File: src/hw/rtl/midi_rsp_pkg.sv
// Package for the MIDI running-status parser: payload structs, parser state
// type, status byte constants and the data-length lookup. No dependencies.
`timescale 1ns / 1ps

package midi_rsp_pkg;

  // Status byte codes
  localparam logic [7:0] StatusBit    = 8'h80;
  localparam logic [7:0] SysexStart   = 8'hF0;
  localparam logic [7:0] SysexEnd     = 8'hF7;
  localparam logic [7:0] RealtimeBase = 8'hF8;
  localparam logic [7:0] TimeCodeQtr  = 8'hF1;
  localparam logic [7:0] SongPosition = 8'hF2;
  localparam logic [7:0] SongSelect   = 8'hF3;
  localparam logic [6:0] DataMask     = 7'h7F;

  // Message lengths, status included
  localparam logic [1:0] LenStatusOnly = 2'd1;
  localparam logic [1:0] LenOneData    = 2'd2;
  localparam logic [1:0] LenTwoData    = 2'd3;

  typedef struct packed {
    logic [7:0] midi_byte;
    logic       packet_end;
  } midi_in_t;

  typedef struct packed {
    logic [7:0] status_byte;
    logic [6:0] data_one;
    logic [6:0] data_two;
    logic [1:0] msg_length;
  } midi_out_t;

  typedef struct packed {
    logic [7:0] running_status;
    logic       skipping_sysex;
    logic [7:0] current_status;
    logic [1:0] bytes_needed;
    logic [1:0] bytes_taken;
    logic [6:0] first_data;
  } parse_state_t;

  // Number of data bytes that follow a status byte
  function automatic logic [1:0] data_count(input logic [7:0] s);
    logic [1:0] cnt;
    begin
      case (s[7:4])
        4'h8, 4'h9, 4'hA, 4'hB, 4'hE: cnt = 2'd2;
        4'hC, 4'hD: cnt = 2'd1;
        4'hF: begin
          if (s inside {TimeCodeQtr, SongSelect}) begin
            cnt = 2'd1;
          end else if (s == SongPosition) begin
            cnt = 2'd2;
          end else begin
            cnt = 2'd0;
          end
        end
        default: cnt = 2'd0;
      endcase
      return cnt;
    end
  endfunction

endpackage

File: src/hw/rtl/midi_running_status_parser_unit.sv
// Top level of the MIDI running-status parser: input and output registers
// around the parser core. Depends on midi_rsp_pkg and midi_rsp_core.
`timescale 1ns / 1ps

// MIDI running-status parser. Takes one raw MIDI byte per transaction, with a
// flag on the last byte of each packet, and gives one transaction per complete
// message: status byte, up to two 7-bit data bytes (0 when absent) and the
// message length in bytes. Running status carries across packets; a packet end
// drops a partial message or an open SysEx skip. Bytes that complete no message
// (data bytes collected, SysEx contents, data with no running status) produce
// no output transaction. Throughput is one byte per clock cycle unless an
// untaken result stalls a byte that yields a message: the parser state is
// updated by one pass of compare-and-select logic between the input and
// output registers. The output register frees itself when its transaction
// is taken, so input is still accepted while a result waits, as long as the
// result register is drained or the byte yields no message. No configuration.
module midi_running_status_parser_unit import midi_rsp_pkg::*; (
  input  logic      clk_i,
  input  logic      rst_ni,
  input  logic      in_valid_i,
  output logic      in_ready_o,
  input  midi_in_t  in_data_i,
  output logic      out_valid_o,
  input  logic      out_ready_i,
  output midi_out_t out_data_o
);

  logic      in_valid_q;
  midi_in_t  in_data_q;
  logic      out_valid_q;
  midi_out_t out_data_q;

  logic      advance;
  logic      res_valid;
  midi_out_t res;

  // The registered byte moves through the core when the result slot is free
  // (empty or being taken this cycle); bytes with no result always move.
  assign advance    = in_valid_q && (!out_valid_q || out_ready_i || !res_valid);
  assign in_ready_o = !in_valid_q || advance;

  always_ff @(posedge clk_i or negedge rst_ni) begin
    if (!rst_ni) begin
      in_valid_q <= 1'b0;
    end else if (in_ready_o) begin
      in_valid_q <= in_valid_i;
    end
  end

  always_ff @(posedge clk_i) begin
    if (in_valid_i && in_ready_o) begin
      in_data_q <= in_data_i;
    end
  end

  midi_rsp_core u_core (
    .clk_i      (clk_i),
    .rst_ni     (rst_ni),
    .step_i     (advance),
    .byte_i     (in_data_q),
    .res_valid_o(res_valid),
    .res_o      (res)
  );

  // Result register
  always_ff @(posedge clk_i or negedge rst_ni) begin
    if (!rst_ni) begin
      out_valid_q <= 1'b0;
    end else if (advance && res_valid) begin
      out_valid_q <= 1'b1;
    end else if (out_ready_i) begin
      out_valid_q <= 1'b0;
    end
  end

  always_ff @(posedge clk_i) begin
    if (advance && res_valid) begin
      out_data_q <= res;
    end
  end

  assign out_valid_o = out_valid_q;
  assign out_data_o  = out_data_q;

endmodule

File: src/hw/rtl/midi_rsp_core.sv
// Parser core: state registers and the single-pass next-state / message logic.
// Depends on midi_rsp_pkg.
`timescale 1ns / 1ps

module midi_rsp_core import midi_rsp_pkg::*; (
  input  logic      clk_i,
  input  logic      rst_ni,
  input  logic      step_i,       // consume byte_i this cycle
  input  midi_in_t  byte_i,
  output logic      res_valid_o,  // byte_i completes a message
  output midi_out_t res_o
);

  parse_state_t state_q, state_d;

  always_comb begin
    logic [7:0] b;
    logic [6:0] d;
    logic [1:0] cnt;
    logic [1:0] taken;
    b     = byte_i.midi_byte;
    d     = b[6:0] & DataMask;
    cnt   = 2'd0;
    taken = 2'd0;

    state_d     = state_q;
    res_valid_o = 1'b0;
    res_o       = '0;

    if (state_q.bytes_needed != 2'd0) begin
      // Collecting data: any byte counts, top bit dropped
      taken = state_q.bytes_taken + 2'd1;
      state_d.bytes_taken = taken;
      if (state_q.bytes_needed == 2'd1) begin
        res_valid_o = 1'b1;
        res_o = '{status_byte: state_q.current_status, data_one: d,
                  data_two: 7'd0, msg_length: LenOneData};
        state_d.bytes_needed = 2'd0;
        state_d.bytes_taken  = 2'd0;
      end else if (taken >= 2'd2) begin
        res_valid_o = 1'b1;
        res_o = '{status_byte: state_q.current_status, data_one: state_q.first_data,
                  data_two: d, msg_length: LenTwoData};
        state_d.bytes_needed = 2'd0;
        state_d.bytes_taken  = 2'd0;
      end else begin
        state_d.first_data = d;
      end
    end else if (state_q.skipping_sysex) begin
      if (b == SysexEnd) begin
        state_d.skipping_sysex = 1'b0;
      end
    end else if ((b & StatusBit) != 8'd0) begin
      if (b == SysexStart) begin
        state_d.skipping_sysex = 1'b1;
      end else begin
        // Channel status sets running status, system common clears it
        if (b < RealtimeBase) begin
          state_d.running_status = (b < SysexStart) ? b : 8'd0;
        end
        cnt = data_count(b);
        if (cnt == 2'd0) begin
          res_valid_o = 1'b1;
          res_o = '{status_byte: b, data_one: 7'd0, data_two: 7'd0,
                    msg_length: LenStatusOnly};
        end else begin
          state_d.current_status = b;
          state_d.bytes_needed   = cnt;
          state_d.bytes_taken    = 2'd0;
        end
      end
    end else if (state_q.running_status != 8'd0) begin
      // Data byte under running status
      cnt = data_count(state_q.running_status);
      state_d.current_status = state_q.running_status;
      if (cnt == 2'd1) begin
        res_valid_o = 1'b1;
        res_o = '{status_byte: state_q.running_status, data_one: d,
                  data_two: 7'd0, msg_length: LenOneData};
      end else if (cnt == 2'd2) begin
        state_d.first_data   = d;
        state_d.bytes_needed = 2'd2;
        state_d.bytes_taken  = 2'd1;
      end else begin
        res_valid_o = 1'b1;
        res_o = '{status_byte: state_q.running_status, data_one: 7'd0,
                  data_two: 7'd0, msg_length: LenStatusOnly};
      end
    end

    // Packet end drops partial messages and open SysEx
    if (byte_i.packet_end) begin
      state_d.bytes_needed   = 2'd0;
      state_d.bytes_taken    = 2'd0;
      state_d.skipping_sysex = 1'b0;
    end
  end

  always_ff @(posedge clk_i or negedge rst_ni) begin
    if (!rst_ni) begin
      state_q <= '0;
    end else if (step_i) begin
      state_q <= state_d;
    end
  end

endmodule
File: config.mk
export PLATFORM = sky130hd
export DESIGN_NAME = midi_running_status_parser_unit
export DESIGN_NICKNAME = d
export VERILOG_FILES = /design/src/hw/rtl/midi_rsp_pkg.sv /design/src/hw/rtl/midi_running_status_parser_unit.sv /design/src/hw/rtl/midi_rsp_core.sv
export SDC_FILE = /design/constraint.sdc
export NUM_CORES = 1
export LEC_CHECK = 0
export ABC_AREA = 0
export BUFFER_PORTS_ARGS = -buffer_cell sky130_fd_sc_hd__buf_2
export CAP_MARGIN = 25
export CELL_PAD_IN_SITES_DETAIL_PLACEMENT = 0
export CELL_PAD_IN_SITES_GLOBAL_PLACEMENT = 2
export CORE_MARGIN = 2
export CORE_UTILIZATION = 34
export DETAILED_ROUTE_END_ITERATION = 10
export PLACE_DENSITY = 0.76
export SETUP_SLACK_MARGIN = 0.15
export SYNTH_ARGS = -nofsm -noshare
export SYNTH_HDL_FRONTEND = slang
export SYNTH_SLANG_ARGS = --single-unit
File: constraint.sdc
create_clock -name clk_i -period 3.1 [get_ports clk_i]
set_input_delay 0.62 -clock clk_i [delete_from_list [all_inputs] [get_ports clk_i]]
set_output_delay 0.62 -clock clk_i [all_outputs]
set_load 0.005 [all_outputs]
Word level (Yosys, flattened, before mapping)
Index checks and enable logic that the tools add are counted.

$add $sub $neg: 1. $lt $le $gt $ge: 3. Equality and inequality tests: 40. Muxes and demuxes: 57. Bitwise logic cells: 3. Reductions and logical operators: 30.

Operator list (number): two-way mux 24 bit (10); == test 4 bit, second input constant (16); == test 8 bit, second input constant (8); two-way mux 19 bit (2); two-way mux 12 bit (3); two-way mux 11 bit (3); two-way mux 2 bit (12); two-way mux 7 bit (3); two-way mux 1 bit (17); less-than comparator 8 bit, second input constant (2); AND reduction 8 bit (2); nonzero test 2 bit (7); two-way mux 4 bit (3); != test 2 bit, second input constant (6); != test 4 x 3 -> 1 bit, second input constant (3); case mux 2 bit (3 select lines) (2); AND reduction 6 bit (2); OR reduction 5 bit (2); two-way mux 9 bit (1); two-way mux 8 bit (1); nonzero test 4 bit (2); nonzero test 8 bit (1); AND reduction 7 bit (1); == test 2 x 1 -> 1 bit, second input constant (2); 13 further kinds (23).

Register bits: 63. Input port bits: 13.

Longest topological paths before layout
Gate-level depths: netlist of the first run.

Depth after elaboration: 20. Depth in mapped cells: 11.

Cells and area by module
From an unflattened synthesis of the first run, not the netlist that was laid out.

Cell total of the unflattened synthesis: 274. Area, all modules: 2980.4 um^2.

By module, submodules not included: midi_rsp_core (instances 1, cells an instance 231, area each 1883.1 um^2, seq. area each 700.7 um^2); midi_running_status_parser_unit (instances 1, cells an instance 43, area each 1097.3 um^2, seq. area each 1041.0 um^2).

Least setup slack after synthesis of the first run
OpenSTA, ideal clock, no wires.

Path type: register to register. From: register u_core.state_q[23] (netlist bit). To: register out_data_q, in the netlist out_data_o[0] (enable). Library setup time: 0.413 ns. Arrival: 2.976 ns. Required time: 2.687 ns. Path slack: -0.290 ns. Stages on the path, launching flop included: 10. Path buffers: 1. Period minus slack after synthesis: 3.390 ns. Cells stage by stage: dfrtp_1 > o41ai_1 > nand2_1 > nand2_1 > and2_1 > ha_1 > nor3b_4 > or2_2 > buf_2 > a21oi_1.

Cells in the longest elaborated chain, start to end: 19. Elaborated cells between the ends (all ways): 24. Those cells by class: eq/ne (5); mux (13); reduce/logical (6).

Ends and longest elaborated chain: start: declaration (line midi_rsp_core.sv:14) `parse_state_t state_q, state_d;`; start signal: assignment (line midi_rsp_core.sv:103) `state_q <= state_d;`; == test 8 bit, on equally long branches (line midi_rsp_pkg.sv:51, midi_rsp_pkg.sv:53); nonzero test 2 bit / two-way mux 2 bit (equally long branches) (line midi_rsp_pkg.sv:51, midi_rsp_pkg.sv:53); two-way mux 2 bit (line midi_rsp_pkg.sv:51) `if (s inside {TimeCodeQtr, SongSelect}) begin`; case mux 2 bit (3 select lines) (line midi_rsp_pkg.sv:47) `case (s[7:4])`; two-way mux 2 bit (line midi_rsp_core.sv:72) `end else if (state_q.running_status != 8'd0) begin`; two-way mux 2 bit (line midi_rsp_core.sv:53) `end else if ((b & StatusBit) != 8'd0) begin`; two-way mux 2 bit (line midi_rsp_core.sv:49) `end else if (state_q.skipping_sysex) begin`; two-way mux 2 bit (line midi_rsp_core.sv:30) `if (state_q.bytes_needed != 2'd0) begin`; (+3 left out); two-way mux 1 bit (*) (line midi_rsp_core.sv:72); two-way mux 1 bit (*) (line midi_rsp_core.sv:53); two-way mux 1 bit (*) (line midi_rsp_core.sv:49); two-way mux 1 bit (*) (line midi_rsp_core.sv:30); logical NOT 1 bit (line midi_running_status_parser_unit.sv:39) `assign advance = in_valid_q && (!out_valid_q || out_ready_i || !res_valid);`; logical OR 1 bit (line midi_running_status_parser_unit.sv:39); logical AND 1 bit (line midi_running_status_parser_unit.sv:39); logical AND 1 bit (*) (line midi_running_status_parser_unit.sv:77) `if (advance && res_valid) begin`; end signal: assignment (line midi_running_status_parser_unit.sv:78) `out_data_q <= res;`; end: declaration (line midi_running_status_parser_unit.sv:31) `midi_out_t out_data_q;`.

Mark *: on every way between the ends. The rest lies on a longest branch, timed or not. The select of a mux whose other input is x is not followed. A chain may end at the register's enable or synchronous reset.

Final worst setup path of the first run
From: register u_core.state_q[23] (netlist bit). To: register u_core.state_q[7] (netlist bit).

Cells in the longest elaborated chain, start to end: 19. Elaborated cells between the ends (all ways): 27. Those cells by class: eq/ne (6); mux (13); reduce/logical (8).

Ends and longest elaborated chain (line): == test 8 bit, on equally long branches (midi_rsp_pkg.sv:51, midi_rsp_pkg.sv:53); nonzero test 2 bit / two-way mux 2 bit (equally long branches) (midi_rsp_pkg.sv:51, midi_rsp_pkg.sv:53); two-way mux 2 bit (midi_rsp_pkg.sv:51); case mux 2 bit (3 select lines) (midi_rsp_pkg.sv:47); two-way mux 2 bit (midi_rsp_core.sv:72); two-way mux 2 bit (midi_rsp_core.sv:53); two-way mux 2 bit (midi_rsp_core.sv:49); two-way mux 2 bit (midi_rsp_core.sv:30); (+3 left out); two-way mux 1 bit (midi_rsp_core.sv:72); two-way mux 1 bit (midi_rsp_core.sv:53); two-way mux 1 bit (midi_rsp_core.sv:49); two-way mux 1 bit (midi_rsp_core.sv:30); logical NOT 1 bit (midi_running_status_parser_unit.sv:39); logical OR 1 bit (midi_running_status_parser_unit.sv:39); logical AND 1 bit (midi_running_status_parser_unit.sv:39); AND reduction 7 bit (no line) (*).

Marked as above.

==> results of run 1 <==
metrics by stage:
step / hold WS, ns / setup slack [ns] / cell area, sq um
2_1_floorplan: 0.3244 / 0.2372 / 3059
3_3_place_gp: 0.4823 / 0.3573 / 3422
3_5_place_dp: 0.4895 / 0.2940 / 3422
4_1_cts: 0.3531 / 0.1613 / 3649
5_1_grt: 0.3824 / 0.1344 / 3679
6_report: 0.3169 / 0.2703 / 3679
cell families after synthesis:
kind of cell,Yosys count
mux,19
buf+inv,32
flops,63
simple gates,81
compound gates,72
fa+ha+maj,3
routing by layer:
metal	wire length [um]	global-route usage	vias up	share of wire
met3	488	0.04468	13	0.066
li1	-	-	1106	-
met2	3141	0.2240	64	0.42
met4	139	0.06849	0	0.019
met5	0	0	-	0
met1	3667	0.2384	1090	0.49
cell type report:
| class | instances | area share |
|---|---|---|
| Sequential cell | 63 | 0.4738 |
| Inverter | 14 | 0.01429 |
| Clock inverter | 7 | 0.02177 |
| Clock buffer | 9 | 0.03367 |
| Multi-Input combinational cell | 175 | 0.3272 |
| Timing Repair Buffer | 58 | 0.09252 |
| Tap cell | 108 | 0.03673 |
power by group:
part	internal [mW]	leakage (nW)	switching (mW)	total, mW
registers	1.20	0.677	0.177	1.38
clock network	0.379	0.0964	0.353	0.732
logic	0.521	0.827	0.666	1.19
total	2.10	1.60	1.20	3.30
state kept, by name, indices dropped and copies added (netlist names):
name / flops
in_data_q: 9
out_data_o: 24
u_core.state_q: 28
in_valid_q: 1
out_valid_o: 1
Yosys cell counts, types with 2 or more instances:
master / count / area, sq um
a211oi_1: 3 / 22.52
a21oi_1: 8 / 40.04
a22o_1: 7 / 61.31
a22oi_1: 5 / 37.54
a31o_2: 2 / 17.52
a31oi_1: 2 / 12.51
and2_1: 2 / 12.51
and3_1: 7 / 43.79
buf_2: 5 / 25.02
buf_6: 2 / 22.52
clkbuf_1: 10 / 37.54
dfrtp_1: 30 / 750.7
edfxtp_1: 33 / 991.0
ha_1: 3 / 37.54
inv_1: 14 / 52.55
mux2_2: 8 / 90.09
mux2_4: 2 / 30.03
mux2i_1: 9 / 90.09
nand2_1: 35 / 131.4
nand2b_1: 2 / 12.51
nand3_1: 2 / 10.01
nand3b_1: 2 / 15.01
nand4_1: 2 / 12.51
nor2_1: 11 / 41.29
nor2b_1: 3 / 18.77
nor3_1: 3 / 15.01
nor4_2: 2 / 25.02
o21ai_0: 23 / 115.1
o21ai_1: 2 / 10.01
o22ai_1: 2 / 12.51
o31ai_1: 10 / 75.07
o41ai_1: 2 / 17.52
or3_1: 2 / 12.51
how the worst max path moves through the flow:
stage | from | end | depth (start not counted)
after floorplan | u_core.state_q[7]$_DFFE_PN0P_ | out_data_o[0]$_DFFE_PP_ | 8
after global placement | u_core.state_q[24]$_DFFE_PN0P_ | in_ready_o | 10
after detailed placement | u_core.state_q[23]$_DFFE_PN0P_ | u_core.state_q[7]$_DFFE_PN0P_ | 10
after CTS | u_core.state_q[23]$_DFFE_PN0P_ | in_ready_o | 9
after global routing | u_core.state_q[22]$_DFFE_PN0P_ | in_ready_o | 10
final | u_core.state_q[23]$_DFFE_PN0P_ | u_core.state_q[7]$_DFFE_PN0P_ | 10
repair_timing:
| item | 4_1_cts | 5_1_grt |
|---|---|---|
| gates resized for setup | 2 | 7 |
| buffers inserted | 2 | 1 |
| setup endpoints to repair | 1 | 2 |
| pin swaps | 1 | 3 |
==> results.md, run 1 <==
- Status: completed
- Reg2Reg Depth: 10
- Crit path launch type: flop
- Reg2reg start: u_core.state_q[23]$_DFFE_PN0P_
- HP Class: primary input to async pin
- WP buf/inv: 0
- CP max stage delay: roughly 0.58 ns
- Peak VDD IR: 0.2584 mV
- Largest family of logic cells by synthesized area: compound AO/OA/AOI/OAI gates
- I/O Pins: 39
- Wire per inst: 17.14 um
- Finished Layout Cells: 434
- Die Span Y: 98.80 um
- Util after Layout: 0.4218
- Vias: 2273
- Total iterations of the first detailed-routing run: 4
- Area occupied by multi-input gates: 0.001204 sq mm
- YS warnings: 0
- RSZ-0062 raised after global routing: true
- Vias per inst: 5.237
- Tmin final: roughly 2.8 ns
- Final TNS setup: 0 ns
- Core ar.: 0.008721 sq mm
- Worst endpoint data arrival time: 3.10 ns
- Worst setup EP type: flop
- Critical-path cell list: o41ai_1 > nand2_1 > nand2_1 > and2_1 > ha_2 > nor2b_1 > nor2_2 > or4bb_1 > a211o_1 > o22ai_1
- Gr ovfl total: 0
- Synthesized area per cell: 11.32 sq um
- Vias in the first global route: between 2000 and 2500
- Clk slew on worst S/H paths: 0.08 ns
- Worst Skew: 0.005957 ns
- CTS tree: built
- Tot Pwr: ~3.3 mW
- #FFs+latches synth: 63
- Worst Tran Pin Value: 0.7372 ns
- Site Rows: 34
- Mapped cell area: 0.003055 sq mm
- Pwr Density: 897.0 mW/mm^2
- Max-cap violations: 0
- Final Slew Violations: 0
- First-pass GRT wire length: around 12000 um
- Synth Area in Adders: 0.01229
- # diodes: 0
- CTS root buffer: clkbuf_8
- Initial Util: 0.3504
- First-iteration detailed-routing DRC count: 162
- Buffer levels on the longest clock path: 2
- Async set-reset flop share out of synthesis: 0.4762
- Critical path fanouts, max: 9
- Tcrit/Tclk final: 0.9128
- Global placement routability congestion: 0.8940
- Number of distinct library cells after synthesis: 48
- Slew headroom: 0.5086
- Hold Fails Final Rpt: 0
- Largest net degree at the start of global routing: 31
- Crit Path Category: flop to flop
- Share of layout cells above drive strength 1: 0.3098
- Register area share after synthesis: 0.5700
- Number of enable flip-flop cells after synthesis: 33
- Antenna violations before repair: 0
- Detail Route Antenna Nets: 0
- Synth Area in Simple Gates: 0.1458
- Routed wire length: 7437 um
- Fillcell total: 839
- Clock sink count: 63
- Clock latency on the worst-skew pair: 0.35 ns
- Mux contribution to synthesized area: 0.06880
- NumNets Final: ~340
- Syn Nets: 286
- Hold-fix buffers, CTS: 0
- H-tree depth: 3
- R2r endpoint: u_core.state_q[7]$_DFFE_PN0P_
- Max frequency: 353.4 MHz
- Final setup vio count: 0
- Storage cell area: 0.001743 sq mm
- Most frequent cells in the layout: buf_2 (38), nand2_1 (34), edfxtp_1 (33), dfrtp_1 (29), o21ai_0 (22)
- CP delay by family, top: simple AND/OR/NAND/NOR gates
- Flop-to-flop setup slack: around 0.27 ns
- Port Buffers: 38
- DRC viols: 0
- Total Routing Usage GR: 0.1621
- DP HPWL: 5146 um
- Main synth FF type: edfxtp_1
- CP required: 3.37 ns
- Syn-to-layout area delta: 20.39%
- Die area: 0.009760 sq mm
- Commonest non-fill, non-tap cell in the layout: buf_2
- LEAKAGE: between 1.5 and 2 nW
- Xor and xnor area share after synthesis: 0
- Cells after DPL: 415
- Slowest stage cell, crit path: or4bb_1
- Most frequent CP cell: nand2_1
- Synth Area in Compound Gates: 0.1564
- Synthesized instance count: 270
- Die Width: 98.80 um
- CTS Buf Count: 9
(Power assumes the default switching activity.)
==> run 2: changes to the inputs <==
--- a/config.mk
+++ b/config.mk
@@ -14,6 +14,7 @@
 export CORE_UTILIZATION = 34
 export DETAILED_ROUTE_END_ITERATION = 10
 export PLACE_DENSITY = 0.76
+export REMOVE_ABC_BUFFERS = 1
 export SETUP_SLACK_MARGIN = 0.15
 export SYNTH_ARGS = -nofsm -noshare
 export SYNTH_HDL_FRONTEND = slang
==> results.md, run 2 (synthesis gave the netlist of run 1 again) <==
- CTS Buf Count: 9 (unchanged)
- Biggest register: u_core.state_q (unchanged)
- Vias per inst: 5.253 (was 5.237)
- Total iterations of the first detailed-routing run: 4 (unchanged)
- Largest net degree at the start of global routing: 31 (unchanged)
- Clock latency on the worst-skew pair: 0.35 ns (about the same)
- Area occupied by multi-input gates: 0.001211 sq mm (was 0.001204 sq mm)
- Status: completed (unchanged)
- Placement Cell Area: 0.003427 sq mm (was 0.003422 sq mm)
- CP delay by family, top: compound AO/OA/AOI/OAI gates (was simple AND/OR/NAND/NOR gates)
- Most frequent cells in the layout: buf_2 (38), nand2_1 (34), edfxtp_1 (33), dfrtp_1 (29), buf_4 (23) (was buf_2 (38), nand2_1 (34), edfxtp_1 (33), dfrtp_1 (29), o21ai_0 (22))
- Gr ovfl total: 0 (unchanged)
- Buffer levels on the longest clock path: 2 (unchanged)
- Most frequent CP cell: inv_1 (was nand2_1)
- Crit Path Category: flop to primary output (was flop to flop)
- Hold Fails Final Rpt: 0 (unchanged)
- Crit path launch type: flop (unchanged)
- DRC viols: 0 (unchanged)
- Final Cell Area: 0.003722 sq mm (was 0.003679 sq mm)
- NumNets Final: 341 (was 337)
- Critical-path cell list: inv_1 > o41ai_2 > and3_1 > inv_1 > ha_2 > a211oi_2 > o21ai_2 > nand2_2 > nand3_1 > buf_2 (was o41ai_1 > nand2_1 > nand2_1 > and2_1 > ha_2 > nor2b_1 > nor2_2 > or4bb_1 > a211o_1 > o22ai_1)
- HP Class: primary input to async pin (unchanged)
- Total Routing Usage GR: 0.1627 (was 0.1621)
- CTS tree: built (unchanged)
- Port Buffers: 38 (unchanged)
- Die area: 0.009760 sq mm (unchanged)
- Max-cap violations: 0 (unchanged)
- Tmin final: 2.852 ns (was 2.830 ns)
- Tcrit/Tclk final: 0.9199 (was 0.9128)
- Worst Skew: 0.01096 ns (was 0.005957 ns)
- Peak VDD IR: 0.3275 mV (was 0.2584 mV)
- First-iteration detailed-routing DRC count: 192 (was 162)
- RSZ-0062 raised after global routing: true (unchanged)
- Flop-to-flop setup slack: 0.28 ns (was 0.27 ns)
- Worst setup slack after layout: 0.2484 ns (was 0.2703 ns)
- Commonest non-fill, non-tap cell in the layout: buf_2 (unchanged)
- Global placement routability congestion: 0.8201 (was 0.8940)
- Wire per inst: 17.55 um (was 17.14 um)
- Die Span Y: 98.80 um (unchanged)
- Vias: 2301 (was 2273)
- Max FFs per register: 28 (unchanged)
- Reg2reg start: u_core.state_q[23]$_DFFE_PN0P_ (unchanged)
- Initial Util: 0.3504 (unchanged)
- Antenna violations before repair: 0 (unchanged)
- Storage cell area: 0.001743 sq mm (unchanged)
- H-tree depth: 3 (unchanged)
- CTS root buffer: clkbuf_8 (unchanged)
- Worst endpoint data arrival time: 2.23 ns (was 3.10 ns)
- Critical path fanouts, max: 3 (was 9)
- Die Width: 98.80 um (unchanged)
- First-pass GRT wire length: 12250 um (was 12080 um)
- Pre-CTS setup slack: 0.2501 ns (was 0.2940 ns)
- R2r endpoint: u_core.state_q[7]$_DFFE_PN0P_ (unchanged)
- Slowest stage cell, crit path: dfrtp_2 (was or4bb_1)
- I/O Pins: 39 (unchanged)
- Reg2Reg Depth: 10 (unchanged)
- DP HPWL: 5189 um (was 5146 um)
- Syn-to-layout area delta: 21.83% (was 20.39%)
- Pwr Density: 908.9 mW/mm^2 (was 897.0 mW/mm^2)
- Site Rows: 34 (unchanged)
- Worst Tran Pin Value: 0.7661 ns (was 0.7372 ns)
- Share of layout cells above drive strength 1: 0.3212 (was 0.3098)
- CP max stage delay: 0.38 ns (was 0.58 ns)
- WP buf/inv: 3 (was 0)
- Worst setup EP type: primary output (was flop)
- Detail Route Antenna Nets: 0 (unchanged)
- # diodes: 0 (unchanged)
- Clock sink count: 63 (unchanged)
- Slew headroom: 0.4892 (was 0.5086)
- Routed wire length: 7687 um (was 7437 um)
- Final Slew Violations: 0 (unchanged)
- Core ar.: 0.008721 sq mm (unchanged)
- Clk slew on worst S/H paths: 0.08 ns (about the same)
- Hold-fix buffers, CTS: 0 (unchanged)
- Max frequency: 350.7 MHz (was 353.4 MHz)
- CP required: 2.48 ns (was 3.37 ns)
- Fillcell total: 860 (was 839)
- Vias in the first global route: 2258 (was 2207)
- LEAKAGE: 1.630 nW (was 1.601 nW)
- Final setup vio count: 0 (unchanged)
## run 2: cell types whose count changed in the layout (fill, tap and decap cells not counted)
| cell | change |
|---|---|
| buf_4 | +3 |
| clkinvlp_4 | -1 |
| clkinv_2 | +2 |
| buf_12 | +1 |
| o41ai_1 | -1 |
| clkinv_4 | +1 |
| o41ai_2 | +1 |
| inv_6 | -2 |
## run 2: through the flow
step | hold WS, ns | power (mW) | std cells | setup TNS [ns] | util
3_3_place_gp | 0.4815 | 2.506 | 414 | 0 | 0.3930
5_1_grt | 0.3819 | 3.601 | 438 | 0 | 0.4268
3_5_place_dp | 0.4938 | 2.527 | 414 | 0 | 0.3930
4_1_cts | 0.3520 | 3.333 | 436 | 0 | 0.4217
6_report | 0.3380 | 3.383 | 438 | 0 | 0.4268
2_1_floorplan | 0.3244 | 2.078 | 252 | -8.172 | -
## run 2: worst max-delay path by stage
stage	endpoint	cells past startpoint	start	slack [ns]
2_1_floorplan	out_data_o[0]$_DFFE_PP_	7	u_core.state_q[7]$_DFFE_PN0P_	-0.34
3_3_place_gp	u_core.state_q[7]$_DFFE_PN0P_	10	u_core.state_q[23]$_DFFE_PN0P_	0.36
3_5_place_dp	u_core.state_q[7]$_DFFE_PN0P_	10	u_core.state_q[23]$_DFFE_PN0P_	0.25
4_1_cts	in_ready_o	10	u_core.state_q[23]$_DFFE_PN0P_	0.18
5_1_grt	in_ready_o	10	u_core.state_q[20]$_DFFE_PN0P_	0.10
6_report	in_ready_o	10	u_core.state_q[20]$_DFFE_PN0P_	0.25
## run 2: worst reg2reg max path, cell delays in order (launching register included)
cell	delay (ns)
dfrtp_1	0.46
o41ai_2	0.39
nand2_1	0.10
nand2_1	0.09
and2_1	0.13
ha_2	0.22
nor2b_1	0.21
nor2_2	0.12
or4bb_1	0.56
a211o_1	0.32
o22ai_1	0.16
## run 2: what timing repair did
item / 4_1_cts / 5_1_grt
setup buffers: 6 / 2
setup endpoints to repair: 1 / 14
pin swaps: 2 / 4
resized for setup: 2 / 8
## run 2: metal layers
layer  up-vias  GRT usage  wire length (um)
li1       1104          -                 -
met1      1117     0.2345              3815
met2        75     0.2427              3328
met3         5    0.04397               467
met4         0    0.04426                75
met5         -          0                 0
## run 2: layout make-up
class | instances | share of cell area
multi-input combinational | 175 | 0.3254
inverter | 14 | 0.01412
sequential | 63 | 0.4682
clock buffer | 9 | 0.03328
timing repair buffer | 62 | 0.1029
tap | 108 | 0.03630
clock inverter | 7 | 0.01983
## run 2: where the power goes
part / internal (mW) / switching, mW / total [mW]
Combinational: 0.577 / 0.708 / 1.29
Sequential: 1.20 / 0.171 / 1.37
Clock: 0.372 / 0.351 / 0.723
==> run 3: changes to the inputs <==
==> constraint.sdc (replaced) <==
create_clock -name clk_i -period 3.1 [get_ports clk_i]
set_input_delay 0.31 -clock clk_i [delete_from_list [all_inputs] [get_ports clk_i]]
set_output_delay 0.31 -clock clk_i [all_outputs]
set_load 0.005 [all_outputs]
==> results.md, run 3 (synthesis gave the netlist of run 1 again) <==
- Initial Util: 0.3504 (unchanged)
- CP required: 2.79 ns (was 2.48 ns)
- Final Slew Violations: 0 (unchanged)
- Final setup vio count: 0 (unchanged)
- Worst Skew: 0.01153 ns (was 0.01096 ns)
- Detail Route Antenna Nets: 0 (unchanged)
- Commonest non-fill, non-tap cell in the layout: buf_2 (unchanged)
- CTS Buf Count: 9 (unchanged)
- Die Span Y: 98.80 um (unchanged)
- Most frequent cells in the layout: buf_2 (38), nand2_1 (35), edfxtp_1 (33), dfrtp_1 (30), o21ai_0 (23) (was buf_2 (38), nand2_1 (34), edfxtp_1 (33), dfrtp_1 (29), buf_4 (23))
- Gr ovfl total: 0 (unchanged)
- Hold Fails Final Rpt: 0 (unchanged)
- Critical path fanouts, max: 5 (was 3)
- Site Rows: 34 (unchanged)
- Global placement routability congestion: 0.8605 (was 0.8201)
- Vias per inst: 5.230 (was 5.253)
- Worst setup EP type: primary output (unchanged)
- Die area: 0.009760 sq mm (unchanged)
- Crit path launch type: flop (unchanged)
- Clock latency on the worst-skew pair: 0.35 ns (about the same)
- Total iterations of the first detailed-routing run: 4 (unchanged)
- Max frequency: 354.9 MHz (was 350.7 MHz)
- Max-cap violations: 0 (unchanged)
- Peak VDD IR: 0.2829 mV (was 0.3275 mV)
- Biggest register: u_core.state_q (unchanged)
- Fillcell total: 840 (was 860)
- Pwr Density: 905.6 mW/mm^2 (was 908.9 mW/mm^2)
- Critical-path cell list: o41ai_1 > and3_1 > inv_1 > ha_1 > a211oi_1 > o21ai_0 > nand2_1 > nand3_1 > buf_2 (was inv_1 > o41ai_2 > and3_1 > inv_1 > ha_2 > a211oi_2 > o21ai_2 > nand2_2 > nand3_1 > buf_2)
- DRC viols: 0 (unchanged)
- Slowest stage cell, crit path: dfrtp_1 (was dfrtp_2)
- Max FFs per register: 28 (unchanged)
- Worst endpoint data arrival time: 2.51 ns (was 2.23 ns)
- # diodes: 0 (unchanged)
- Clock sink count: 63 (unchanged)
- HP Class: primary input to async pin (unchanged)
- H-tree depth: 3 (unchanged)
- Tmin final: 2.818 ns (was 2.852 ns)
- Total Routing Usage GR: 0.1625 (was 0.1627)
- Worst Tran Pin Value: 0.7418 ns (was 0.7661 ns)
- Vias in the first global route: 2275 (was 2258)
- Largest net degree at the start of global routing: 31 (unchanged)
- Core ar.: 0.008721 sq mm (unchanged)
- Clk slew on worst S/H paths: 0.07 ns (was 0.08 ns)
- Status: completed (unchanged)
- CTS root buffer: clkbuf_8 (unchanged)
- Slew headroom: 0.5055 (was 0.4892)
- CTS tree: built (unchanged)
- NumNets Final: 333 (was 341)
- Routed wire length: 7422 um (was 7687 um)
- LEAKAGE: 1.590 nW (was 1.630 nW)
- Wire per inst: 17.26 um (was 17.55 um)
- Vias: 2249 (was 2301)
- Util after Layout: 0.4188 (was 0.4268)
- First-iteration detailed-routing DRC count: 191 (was 192)
- Reg2Reg Depth: 9 (was 10)
- Port Buffers: 38 (unchanged)
- Area occupied by multi-input gates: 0.001191 sq mm (was 0.001211 sq mm)
- Final hold slack: 0.02469 ns (was 0.3380 ns)
- Syn-to-layout area delta: 19.53% (was 21.83%)
- Crit Path Category: flop to primary output (unchanged)
- DP HPWL: 5127 um (was 5189 um)
- Share of layout cells above drive strength 1: 0.2826 (was 0.3212)
- Tcrit/Tclk final: 0.9090 (was 0.9199)
- I/O Pins: 39 (unchanged)
- Die Width: 98.80 um (unchanged)
- CP max stage delay: 0.43 ns (was 0.38 ns)
- Antenna violations before repair: 0 (unchanged)
- RSZ-0062 raised after global routing: true (unchanged)
- First-pass GRT wire length: 12180 um (was 12250 um)
- Buffer levels on the longest clock path: 2 (unchanged)
- Storage cell area: 0.001742 sq mm (was 0.001743 sq mm)
-- run 3: cell types whose count changed in the layout (fill, tap and decap cells not counted), moves of 2 or more --
cell	before	now
buf_4	23	16
clkinv_1	0	2
clkinv_2	2	0
clkinv_4	3	1
o41ai_1	0	2
o41ai_2	2	0
-- run 3: area by class of cell --
type | count | area share
clock buffer | 10 | 0.03768
clock inverter | 6 | 0.02295
inverter | 14 | 0.01439
multi-input combinational | 175 | 0.3261
sequential | 63 | 0.4769
tap | 108 | 0.03700
timing repair buffer | 54 | 0.08496
-- run 3: through the flow --
step / area, sq um / setup slack [ns] / instances / total power, mW / TNS [ns]
2_1_floorplan: 2965 / -0.3405 / 252 / 2.078 / -8.172
3_3_place_gp: 3407 / 0.1473 / 413 / 2.480 / 0
3_5_place_dp: 3407 / 0.1225 / 413 / 2.498 / 0
4_1_cts: 3635 / 0.2246 / 429 / 3.313 / 0
5_1_grt: 3652 / 0.1499 / 430 / 3.534 / 0
6_report: 3652 / 0.2820 / 430 / 3.307 / 0
-- run 3: worst max-delay path: cells and delay by family, from the launching register on --
family / cells / cell delay, ns
compound gates: 3 / 0.76
flops: 1 / 0.43
buf+inv: 2 / 0.19
simple gates: 3 / 0.55
fa+ha+maj: 1 / 0.24
-- run 3: final timing paths --
| path | startpoint | end | slack (ns) |
|---|---|---|---|
| min in group clk_i | in_data_i[0] | in_data_q[0]$_DFFE_PP_ | 0.13 |
| max reg2reg | u_core.state_q[23]$_DFFE_PN0P_ | in_data_q[4]$_DFFE_PP_ | 0.30 |
| max | u_core.state_q[23]$_DFFE_PN0P_ | in_ready_o | 0.28 |
| min reg2reg | u_core.state_q[15]$_DFFE_PN0P_ | u_core.state_q[15]$_DFFE_PN0P_ | 0.51 |
| min | rst_ni | u_core.state_q[19]$_DFFE_PN0P_ | 0.02 |
| max in group asynchronous | rst_ni | in_valid_q$_DFFE_PN0P_ | 2.59 |
-- run 3: metal layers --
layer	vias to the layer above	global-route usage	wire, um
met2	65	0.2370	3187
met3	10	0.04610	377
li1	1092	-	-
met5	-	0	0
met4	0	0.05058	125
met1	1082	0.2351	3732
-- run 3: power breakdown --
part / switching, mW / internal, mW / total (mW) / leakage, nW
logic: 0.652 / 0.485 / 1.14 / 0.804
registers: 0.168 / 1.20 / 1.37 / 0.678
clock network: 0.328 / 0.470 / 0.799 / 0.108
-- run 3: timing repair --
item / in CTS / in global routing
hold endpoints to repair: 0 / 0
buffers inserted: 0 / 1
cloned: 0 / 0
gates resized for setup: 1 / 3
pin swaps: 0 / 1
setup endpoints to repair: 9 / 14
hold buffers: 0 / 0
